==> src/rtl/assert_macros.svh <==
// Assertion macros shared by the RTL. Synthesis sees empty bodies.
`ifndef ASSERT_MACROS_SVH
`define ASSERT_MACROS_SVH

`ifndef SYNTHESIS

// Same-cycle implication: whenever ante holds, cons must hold as well.
`define ASSERT_IMPL(label, clk_sig, rst_sig, ante, cons, msg) \
  label: assert property (@(posedge clk_sig) disable iff (rst_sig) (ante) |-> (cons)) \
    else $error(msg);

// Next-cycle implication: whenever ante holds, cons must hold in the next cycle.
`define ASSERT_NEXT(label, clk_sig, rst_sig, ante, cons, msg) \
  label: assert property (@(posedge clk_sig) disable iff (rst_sig) (ante) |=> (cons)) \
    else $error(msg);

`else

`define ASSERT_IMPL(label, clk_sig, rst_sig, ante, cons, msg)
`define ASSERT_NEXT(label, clk_sig, rst_sig, ante, cons, msg)

`endif

`endif

==> src/rtl/rgb2hsv_pkg.sv <==
`timescale 1ns / 1ps

package rgb2hsv_pkg;

  localparam int CHAN_W             = 8;
  localparam int HUE_W              = 13;
  localparam int HUE_FRAC_BITS_DEF  = 4;
  localparam int DEG_PER_SECTOR     = 60;
  localparam int SECTORS            = 6;
  localparam int SAT_FULL           = 255;
  // Position along the hue circle in units of d per sector, below 6 * 255.
  localparam int SECT_POS_W         = 11;

  localparam int S_TDATA_W          = 3 * CHAN_W;
  localparam int M_TDATA_W          = 32;
  localparam int M_TUSER_W          = 1;
  localparam int M_PAD_W            = M_TDATA_W - HUE_W - 2 * CHAN_W;

  typedef enum logic [1:0] {
    SECT_RED,
    SECT_GREEN,
    SECT_BLUE
  } sector_t;

  // One restoring division step on an 8-bit divisor. The partial remainder
  // is always below the divisor, so the new remainder fits in CHAN_W bits.
  // Returns {quotient bit, new remainder}.
  function automatic logic [CHAN_W:0] div_step(input logic [CHAN_W-1:0] rem,
                                               input logic              nbit,
                                               input logic [CHAN_W-1:0] divisor);
    logic [CHAN_W:0] x;
    logic [CHAN_W:0] diff;
    x    = {rem, nbit};
    diff = x - {1'b0, divisor};
    if (x >= {1'b0, divisor}) begin
      return {1'b1, diff[CHAN_W-1:0]};
    end else begin
      return {1'b0, x[CHAN_W-1:0]};
    end
  endfunction

endpackage

==> src/rtl/rgb_to_hsv_pixel_converter_top.sv <==
// Channel   Dir  Payload                                            Sideband
// --------  ---  -------------------------------------------------  ---------------
// s_*       in   tdata: red[7:0], green[15:8], blue[23:16]          none
// m_*       out  tdata: hue[12:0], saturation[20:13],               tuser[0]:
//                brightness[28:21], zero[31:29]                     hue_undefined
//
// Throughput is one pixel request per clock while the skid register is empty.
// QH = clog2(6 * 60 * 2^HUE_FRACTION_BITS) is the number of hue quotient bits;
// the divider pipeline after stages A, B and C takes one quotient bit per stage.
// Reset (rst, synchronous, active high) clears every valid bit and the skid.
// A stall on the output freezes the pipeline in the cycle after it; the skid register
// keeps the request that was already on its way, so nothing is lost or repeated.
`timescale 1ns / 1ps
`include "assert_macros.svh"

module rgb_to_hsv_pixel_converter_top
  import rgb2hsv_pkg::*;
#(
  parameter int HUE_FRACTION_BITS = HUE_FRAC_BITS_DEF
) (
  input  logic                 clk,
  input  logic                 rst,
  input  logic                 s_tvalid,
  output logic                 s_tready,
  input  logic [S_TDATA_W-1:0] s_tdata,   // red, green, blue (8 bits each, lowest first)
  output logic                 m_tvalid,
  input  logic                 m_tready,
  output logic [M_TDATA_W-1:0] m_tdata,   // hue (13), saturation (8), brightness (8), zero pad
  output logic [M_TUSER_W-1:0] m_tuser    // hue_undefined
);

  // Hue is floor(t * HUE_SCALE / d), with t in [0, 6d). The quotient stays
  // below 6 * HUE_SCALE, which needs QH bits.
  localparam int HUE_SCALE = DEG_PER_SECTOR << HUE_FRACTION_BITS;
  localparam int QH        = $clog2(SECTORS * HUE_SCALE);
  localparam int NH_W      = CHAN_W + QH;
  // Saturation needs CHAN_W quotient bits; they are taken in the last stages.
  localparam int SAT_STEP0 = QH - CHAN_W;

  // The pipeline advances whenever the skid register is empty. Since that is
  // a register, the input ready never depends on the output ready.
  logic skid_valid;
  logic en;

  assign en       = !skid_valid;
  assign s_tready = !skid_valid;

  // ---------------------------------------------------------------------
  // Stage A: largest and smallest component, and which one is largest.
  // Red wins every tie, then green.
  // ---------------------------------------------------------------------
  logic [CHAN_W-1:0] r_in, g_in, b_in;
  logic [CHAN_W-1:0] hi_next, lo_next;
  sector_t           sect_next;

  assign r_in = s_tdata[CHAN_W-1:0];
  assign g_in = s_tdata[2*CHAN_W-1:CHAN_W];
  assign b_in = s_tdata[3*CHAN_W-1:2*CHAN_W];

  always_comb begin
    if (r_in >= g_in && r_in >= b_in) begin
      sect_next = SECT_RED;
      hi_next   = r_in;
    end else if (g_in >= b_in) begin
      sect_next = SECT_GREEN;
      hi_next   = g_in;
    end else begin
      sect_next = SECT_BLUE;
      hi_next   = b_in;
    end
    lo_next = r_in;
    if (g_in < lo_next) begin
      lo_next = g_in;
    end
    if (b_in < lo_next) begin
      lo_next = b_in;
    end
  end

  logic              va;
  logic [CHAN_W-1:0] r_a, g_a, b_a, hi_a, lo_a;
  sector_t           sect_a;

  always_ff @(posedge clk) begin
    if (rst) begin
      va <= 1'b0;
    end else if (en) begin
      va <= s_tvalid;
    end
  end

  always_ff @(posedge clk) begin
    if (en) begin
      r_a    <= r_in;
      g_a    <= g_in;
      b_a    <= b_in;
      hi_a   <= hi_next;
      lo_a   <= lo_next;
      sect_a <= sect_next;
    end
  end

  // ---------------------------------------------------------------------
  // Stage B: spread d and position t along the hue circle. A negative red
  // sector hue wraps by a full turn, which is 6d in these units.
  // ---------------------------------------------------------------------
  logic [CHAN_W-1:0]     d_next;
  logic [SECT_POS_W-1:0] d_e, r_e, g_e, b_e;
  logic [SECT_POS_W-1:0] t_next;

  assign d_next = hi_a - lo_a;
  assign d_e    = SECT_POS_W'(d_next);
  assign r_e    = SECT_POS_W'(r_a);
  assign g_e    = SECT_POS_W'(g_a);
  assign b_e    = SECT_POS_W'(b_a);

  always_comb begin
    case (sect_a)
      SECT_RED: begin
        if (g_a >= b_a) begin
          t_next = g_e - b_e;
        end else begin
          t_next = (d_e << 2) + (d_e << 1) + g_e - b_e;
        end
      end
      SECT_GREEN: begin
        t_next = (d_e << 1) + b_e - r_e;
      end
      SECT_BLUE: begin
        t_next = (d_e << 2) + r_e - g_e;
      end
      default: begin
        t_next = '0;
      end
    endcase
  end

  logic                  vb;
  logic [CHAN_W-1:0]     hi_b, d_b;
  logic [SECT_POS_W-1:0] t_b;

  always_ff @(posedge clk) begin
    if (rst) begin
      vb <= 1'b0;
    end else if (en) begin
      vb <= va;
    end
  end

  always_ff @(posedge clk) begin
    if (en) begin
      hi_b <= hi_a;
      d_b  <= d_next;
      t_b  <= t_next;
    end
  end

  // ---------------------------------------------------------------------
  // Stage C: dividends for both divisions. Its registers are entry zero of
  // the divider arrays below.
  // ---------------------------------------------------------------------
  logic [NH_W-1:0]     nh_next;
  logic [2*CHAN_W-1:0] ns_next;

  assign nh_next = NH_W'(t_b) * NH_W'(HUE_SCALE);
  assign ns_next = (2*CHAN_W)'(d_b) * (2*CHAN_W)'(SAT_FULL);

  // Entry k holds a request after k division steps.
  logic              dv    [0:QH];
  logic              dgrey [0:QH];
  logic [CHAN_W-1:0] dhi   [0:QH];
  logic [CHAN_W-1:0] dd    [0:QH];
  logic [CHAN_W-1:0] hrem  [0:QH];
  logic [QH-1:0]     hq    [0:QH];
  logic [CHAN_W-1:0] srem  [0:QH];
  logic [CHAN_W-1:0] sq    [0:QH];

  always_ff @(posedge clk) begin
    if (rst) begin
      dv[0] <= 1'b0;
    end else if (en) begin
      dv[0] <= vb;
    end
  end

  // The upper part of each dividend is already below its divisor, so only
  // the lower QH (hue) or CHAN_W (saturation) bits need a step each.
  always_ff @(posedge clk) begin
    if (en) begin
      dgrey[0] <= (d_b == '0);
      dhi[0]   <= hi_b;
      dd[0]    <= d_b;
      hrem[0]  <= nh_next[NH_W-1:QH];
      hq[0]    <= nh_next[QH-1:0];
      srem[0]  <= ns_next[2*CHAN_W-1:CHAN_W];
      sq[0]    <= ns_next[CHAN_W-1:0];
    end
  end

  // ---------------------------------------------------------------------
  // Divider pipeline: one quotient bit per stage. Dividend bits leave the
  // top of hq/sq while quotient bits enter at the bottom. Grey and black
  // pixels divide by zero here; their results are replaced at the output.
  // ---------------------------------------------------------------------
  for (genvar k = 0; k < QH; k++) begin : g_div
    logic [CHAN_W:0] hstep;

    assign hstep = div_step(hrem[k], hq[k][QH-1], dd[k]);

    always_ff @(posedge clk) begin
      if (rst) begin
        dv[k+1] <= 1'b0;
      end else if (en) begin
        dv[k+1] <= dv[k];
      end
    end

    always_ff @(posedge clk) begin
      if (en) begin
        dgrey[k+1] <= dgrey[k];
        dhi[k+1]   <= dhi[k];
        dd[k+1]    <= dd[k];
        hrem[k+1]  <= hstep[CHAN_W-1:0];
        hq[k+1]    <= {hq[k][QH-2:0], hstep[CHAN_W]};
      end
    end

    if (k >= SAT_STEP0) begin : g_sat
      logic [CHAN_W:0] sstep;

      assign sstep = div_step(srem[k], sq[k][CHAN_W-1], dhi[k]);

      always_ff @(posedge clk) begin
        if (en) begin
          srem[k+1] <= sstep[CHAN_W-1:0];
          sq[k+1]   <= {sq[k][CHAN_W-2:0], sstep[CHAN_W]};
        end
      end
    end else begin : g_sat_hold
      always_ff @(posedge clk) begin
        if (en) begin
          srem[k+1] <= srem[k];
          sq[k+1]   <= sq[k];
        end
      end
    end
  end

  // ---------------------------------------------------------------------
  // Output: the last divider entry is the output register. Hue and
  // saturation are zero when the pixel is black or grey; the hue is cut to
  // its field width.
  // ---------------------------------------------------------------------
  logic [HUE_W-1:0]     hue_o;
  logic [CHAN_W-1:0]    sat_o;
  logic [M_TDATA_W-1:0] ob_tdata;
  logic [M_TUSER_W-1:0] ob_tuser;

  assign hue_o    = dgrey[QH] ? '0 : HUE_W'(hq[QH]);
  assign sat_o    = dgrey[QH] ? '0 : sq[QH];
  assign ob_tdata = {{M_PAD_W{1'b0}}, dhi[QH], sat_o, hue_o};
  assign ob_tuser = M_TUSER_W'(dgrey[QH]);

  // Skid register: when the consumer stalls, the request in the output
  // register moves here while the pipeline shifts once more; then the
  // pipeline holds until the skid drains. The skid is always the older one.
  logic [M_TDATA_W-1:0] skid_tdata;
  logic [M_TUSER_W-1:0] skid_tuser;

  always_ff @(posedge clk) begin
    if (rst) begin
      skid_valid <= 1'b0;
    end else if (skid_valid) begin
      if (m_tready) begin
        skid_valid <= 1'b0;
      end
    end else if (dv[QH] && !m_tready) begin
      skid_valid <= 1'b1;
    end
  end

  always_ff @(posedge clk) begin
    if (!skid_valid) begin
      skid_tdata <= ob_tdata;
      skid_tuser <= ob_tuser;
    end
  end

  assign m_tvalid = skid_valid || dv[QH];
  assign m_tdata  = skid_valid ? skid_tdata : ob_tdata;
  assign m_tuser  = skid_valid ? skid_tuser : ob_tuser;

  // ---------------------------------------------------------------------
  // Assertions
  // ---------------------------------------------------------------------
  `ASSERT_NEXT(a_accept_enters, clk, rst, s_tvalid && s_tready, va, "accepted pixel did not enter stage A")
  `ASSERT_NEXT(a_skid_holds, clk, rst, skid_valid && !m_tready, skid_valid, "stalled skid request was dropped")
  `ASSERT_IMPL(a_grey_zero, clk, rst, m_tvalid && m_tuser[0], m_tdata[HUE_W+CHAN_W-1:0] == '0, "undefined hue with nonzero hue or saturation")
  `ASSERT_IMPL(a_sat_nonzero, clk, rst, m_tvalid && !m_tuser[0], m_tdata[HUE_W+CHAN_W-1:HUE_W] != '0, "colored pixel with zero saturation")
  `ASSERT_IMPL(a_hue_range, clk, rst, dv[QH] && !dgrey[QH], hq[QH] < QH'(SECTORS * HUE_SCALE), "hue quotient beyond a full turn")

endmodule

==> config.mk <==
export PLATFORM = sky130hd
export DESIGN_NAME = rgb_to_hsv_pixel_converter_top
export DESIGN_NICKNAME = d
export VERILOG_FILES = /design/src/rtl/rgb2hsv_pkg.sv /design/src/rtl/rgb_to_hsv_pixel_converter_top.sv
export VERILOG_INCLUDE_DIRS = /design/src /design/src/rtl
export SDC_FILE = /design/constraint.sdc
export NUM_CORES = 2
export LEC_CHECK = 0
export BUFFER_PORTS_ARGS = -buffer_cell sky130_fd_sc_hd__buf_2
export CORE_UTILIZATION = 40
export CTS_BUF_LIST = sky130_fd_sc_hd__clkbuf_4
export DETAILED_ROUTE_END_ITERATION = 16
export GPL_ROUTABILITY_DRIVEN = 0
export PLACE_DENSITY = 0.58
export SLEW_MARGIN = 10
export SYNTH_ARGS = -nofsm -noshare
export SYNTH_HDL_FRONTEND = slang
export SYNTH_SLANG_ARGS = --single-unit
==> constraint.sdc <==
create_clock -name clk -period 54.1 [get_ports clk]
set_clock_uncertainty 0.1 [all_clocks]
set_input_delay 10.82 -clock clk [delete_from_list [all_inputs] [get_ports clk]]
set_output_delay 10.82 -clock clk [all_outputs]
set_load 0.02 [all_outputs]
==> results.ini <==
[job]
timing.max_cap.violations = 0

[drt]
via_count = 21837
wl_met3_mm = 2.670
dr_wl_met2_mm = 31.84
routed.top_layer = met4
drtAntennaViolNets = 0
drc = 0
post_drt_wl_per_cell_um = 14.21
viasPerCell = 4.875
wl_mm = 63.63
drt-initial-drc-count = 1057
drt-met1-wl_mm = 27.18
drt_pass1_iterations = 8

[synth]
synthArstFlopShare_pct = 0
ys_warn_count = 0
yosysSeqAreaShare_pct = 59.38
syn_area_um2 = 38580
synth_edf_count = 739
synth-seq-cells = 775
synth_flop_cell = edfxtp_1
synth.area.top_cells = edfxtp_1, ha_1, fa_1
yosysTopAreaCellShare_pct = 57.52
synth_nets = 3231
synth_cells = 2798
yosys.area.top_type = edfxtp_1
syn_area_per_cell_um2 = 13.79
synth.distinct_cells = 64

[setup_path]
r2r_slack_ns = 48.71
path_max_fanout = 107
end_kind = output port
r2r-end = t_b[9]
required_ns = 43.18
startpoint_type = register
rr_worst_depth = 20
crit_type = reg2out
arrival_ns = 3.41
worstReg2RegStart = hi_a[0]

[floorplan]
die_area_um2 = 97700
rows = 113
die_h_um = 312.6
io_pins = 63
die_w_um = 312.6
initial_core_util_pct = 40.49
core_area_um2 = 95290

[sta]
fmax_mhz = 69.77
slew_violations = 0
max_slew_margin_pct = 22.67
setup_violations = 0
finalHoldViolations = 0
min_period_ns = 14.33
setup_tns_ns = 0
min_period_over_period_pct = 26.49
rsz0062_at_grt = no
worst_pin_slew_ns = 1.152
whs_ns = 0.2685

[worst_hold_path]
hold_end = hq[0][77]
hp-start = hq[0][63]
min_path_type = reg2reg
hold_path_depth = 0

[global_route]
grt_pass1_vias = 23176
grt_remaining_overflow = 0
grt_use_total_pct = 13.41
antenna_found_initial = 2
grt_max_degree = 208
grt_pass1_wl_mm = 107.9

[finish]
fillerInstances = 8603
drive_above_1_share_pct = 16.16
nets = 3492
final_common_cell = edfxtp_1
multi_input_area_um2 = 14060
area_growth_pct = 11.64
final-seq-area_um2 = 22910
final_cell_mix = edfxtp_1, inv_1, ha_1, clkbuf_4, nor2_1

[clocking]
cts_setup_buffers = 0
clk_latency_ns = 1.01
cts_tree = yes
post_cts_resized = 0
cts_hold_buf = 0
clockRootBuffer = clkbuf_4
ctsHtreeMaxLevel = 4
clkSlewWorstSetupHoldPaths_ns = 0.07
cts_buffers = 202
clock_sinks = 775
clockBufferDepth = 3

[placement]
dp_hpwl_mm = 44.90
portBuffers = 62

[status]
status = finished clean

[cell usage after synthesis (20+ instances only)]
library cell,number
nand2_1,69
ha_1,305
nand4_1,37
o21ai_0,89
o21ai_1,32
xor2_1,44
a22o_1,20
a21o_1,45
mux2_2,98
nor2b_1,50
nor2_1,178
a21boi_0,24
edfxtp_1,739
dfxtp_1,36
a211oi_1,28
xnor2_1,67
a21oi_1,82
nand2b_1,37
o21a_1,40
fa_1,100
mux2i_1,63
a21boi_1,26
inv_1,416
[layout make-up]
class	instances	share of cell area, %
Antenna cell	9	0.05229
Clock buffer	293	5.107
Clock inverter	57	0.7988
Inverter	416	3.643
Multi-Input combinational cell	1594	32.64
Sequential cell	775	53.19
Tap cell	1265	3.675
Timing Repair Buffer	70	0.8889
[worst max-delay path, stage by stage (launching register included)]
cell and delay [ns]:
dfxtp_1 0.30, buf_4 0.27, inv_8 0.51, buf_4 0.66
nand2_1 0.10, o21ai_0 0.22, buf_2 0.21
[how the worst max path moves through the flow]
stage | depth (start not counted) | end | startpoint | slack, ns
floorplan | 4 | m_tdata[20] | skid_valid | 27.48
global route | 6 | m_tdata[20] | skid_valid | 39.37
detailed placement | 17 | lo_a[0] | s_tdata[3] | 39.10
finish | 6 | m_tdata[20] | skid_valid | 39.77
CTS | 6 | m_tdata[20] | skid_valid | 39.53
global placement | 17 | lo_a[0] | s_tdata[3] | 39.20
[cell families (layout without fill, tap and decap cells)]
kind of cell	count (synthesis)	in the layout	synth area share (%)
xor+xnor	111	111	2.520
compound gates	473	473	8.681
mux	170	170	4.767
other cells	0	9	0
fa+ha+maj	405	405	15.08
buf+inv	429	836	4.180
simple gates	435	435	5.390
flops	775	775	59.38
[state kept, by name, summed over array words and instances, names as in the netlist]
| register | flops |
|---|---|
| hi_b | 8 |
| skid_tdata | 32 |
| dhi | 112 |
| b_a | 8 |
| va | 1 |
| r_a | 8 |
| sq | 99 |
| t_b | 11 |
| skid_tuser | 1 |
| hq | 119 |
| srem | 104 |
| g_a | 8 |
| dgrey | 14 |
| lo_a | 8 |
| d_b | 8 |
| dv | 14 |
| vb | 1 |
| skid_valid | 1 |
| sect_a | 2 |
| dd | 104 |
| hi_a | 8 |
| hrem | 104 |
[per-stage QoR]
stage	setup WS, ns	area, um^2	std cells	util (%)
2_1_floorplan	27.48	38580	2798	-
3_3_place_gp	39.20	40510	4120	42.51
3_5_place_dp	39.10	40510	4120	42.51
4_1_cts	39.53	43050	4470	45.17
5_1_grt	39.37	43070	4479	45.20
6_report	39.77	43070	4479	45.20
[per-layer routing]
layer  GRT usage (%)  vias to the layer above
met5               0                        -
met4           6.441                        0
met3           3.331                      154
met2           23.05                      424
met1           15.66                    10546
li1                -                    10713
Power is left out: the tool's default activity adds up to more than one toggle a clock period on the data nets, which glitch-free logic cannot reach.
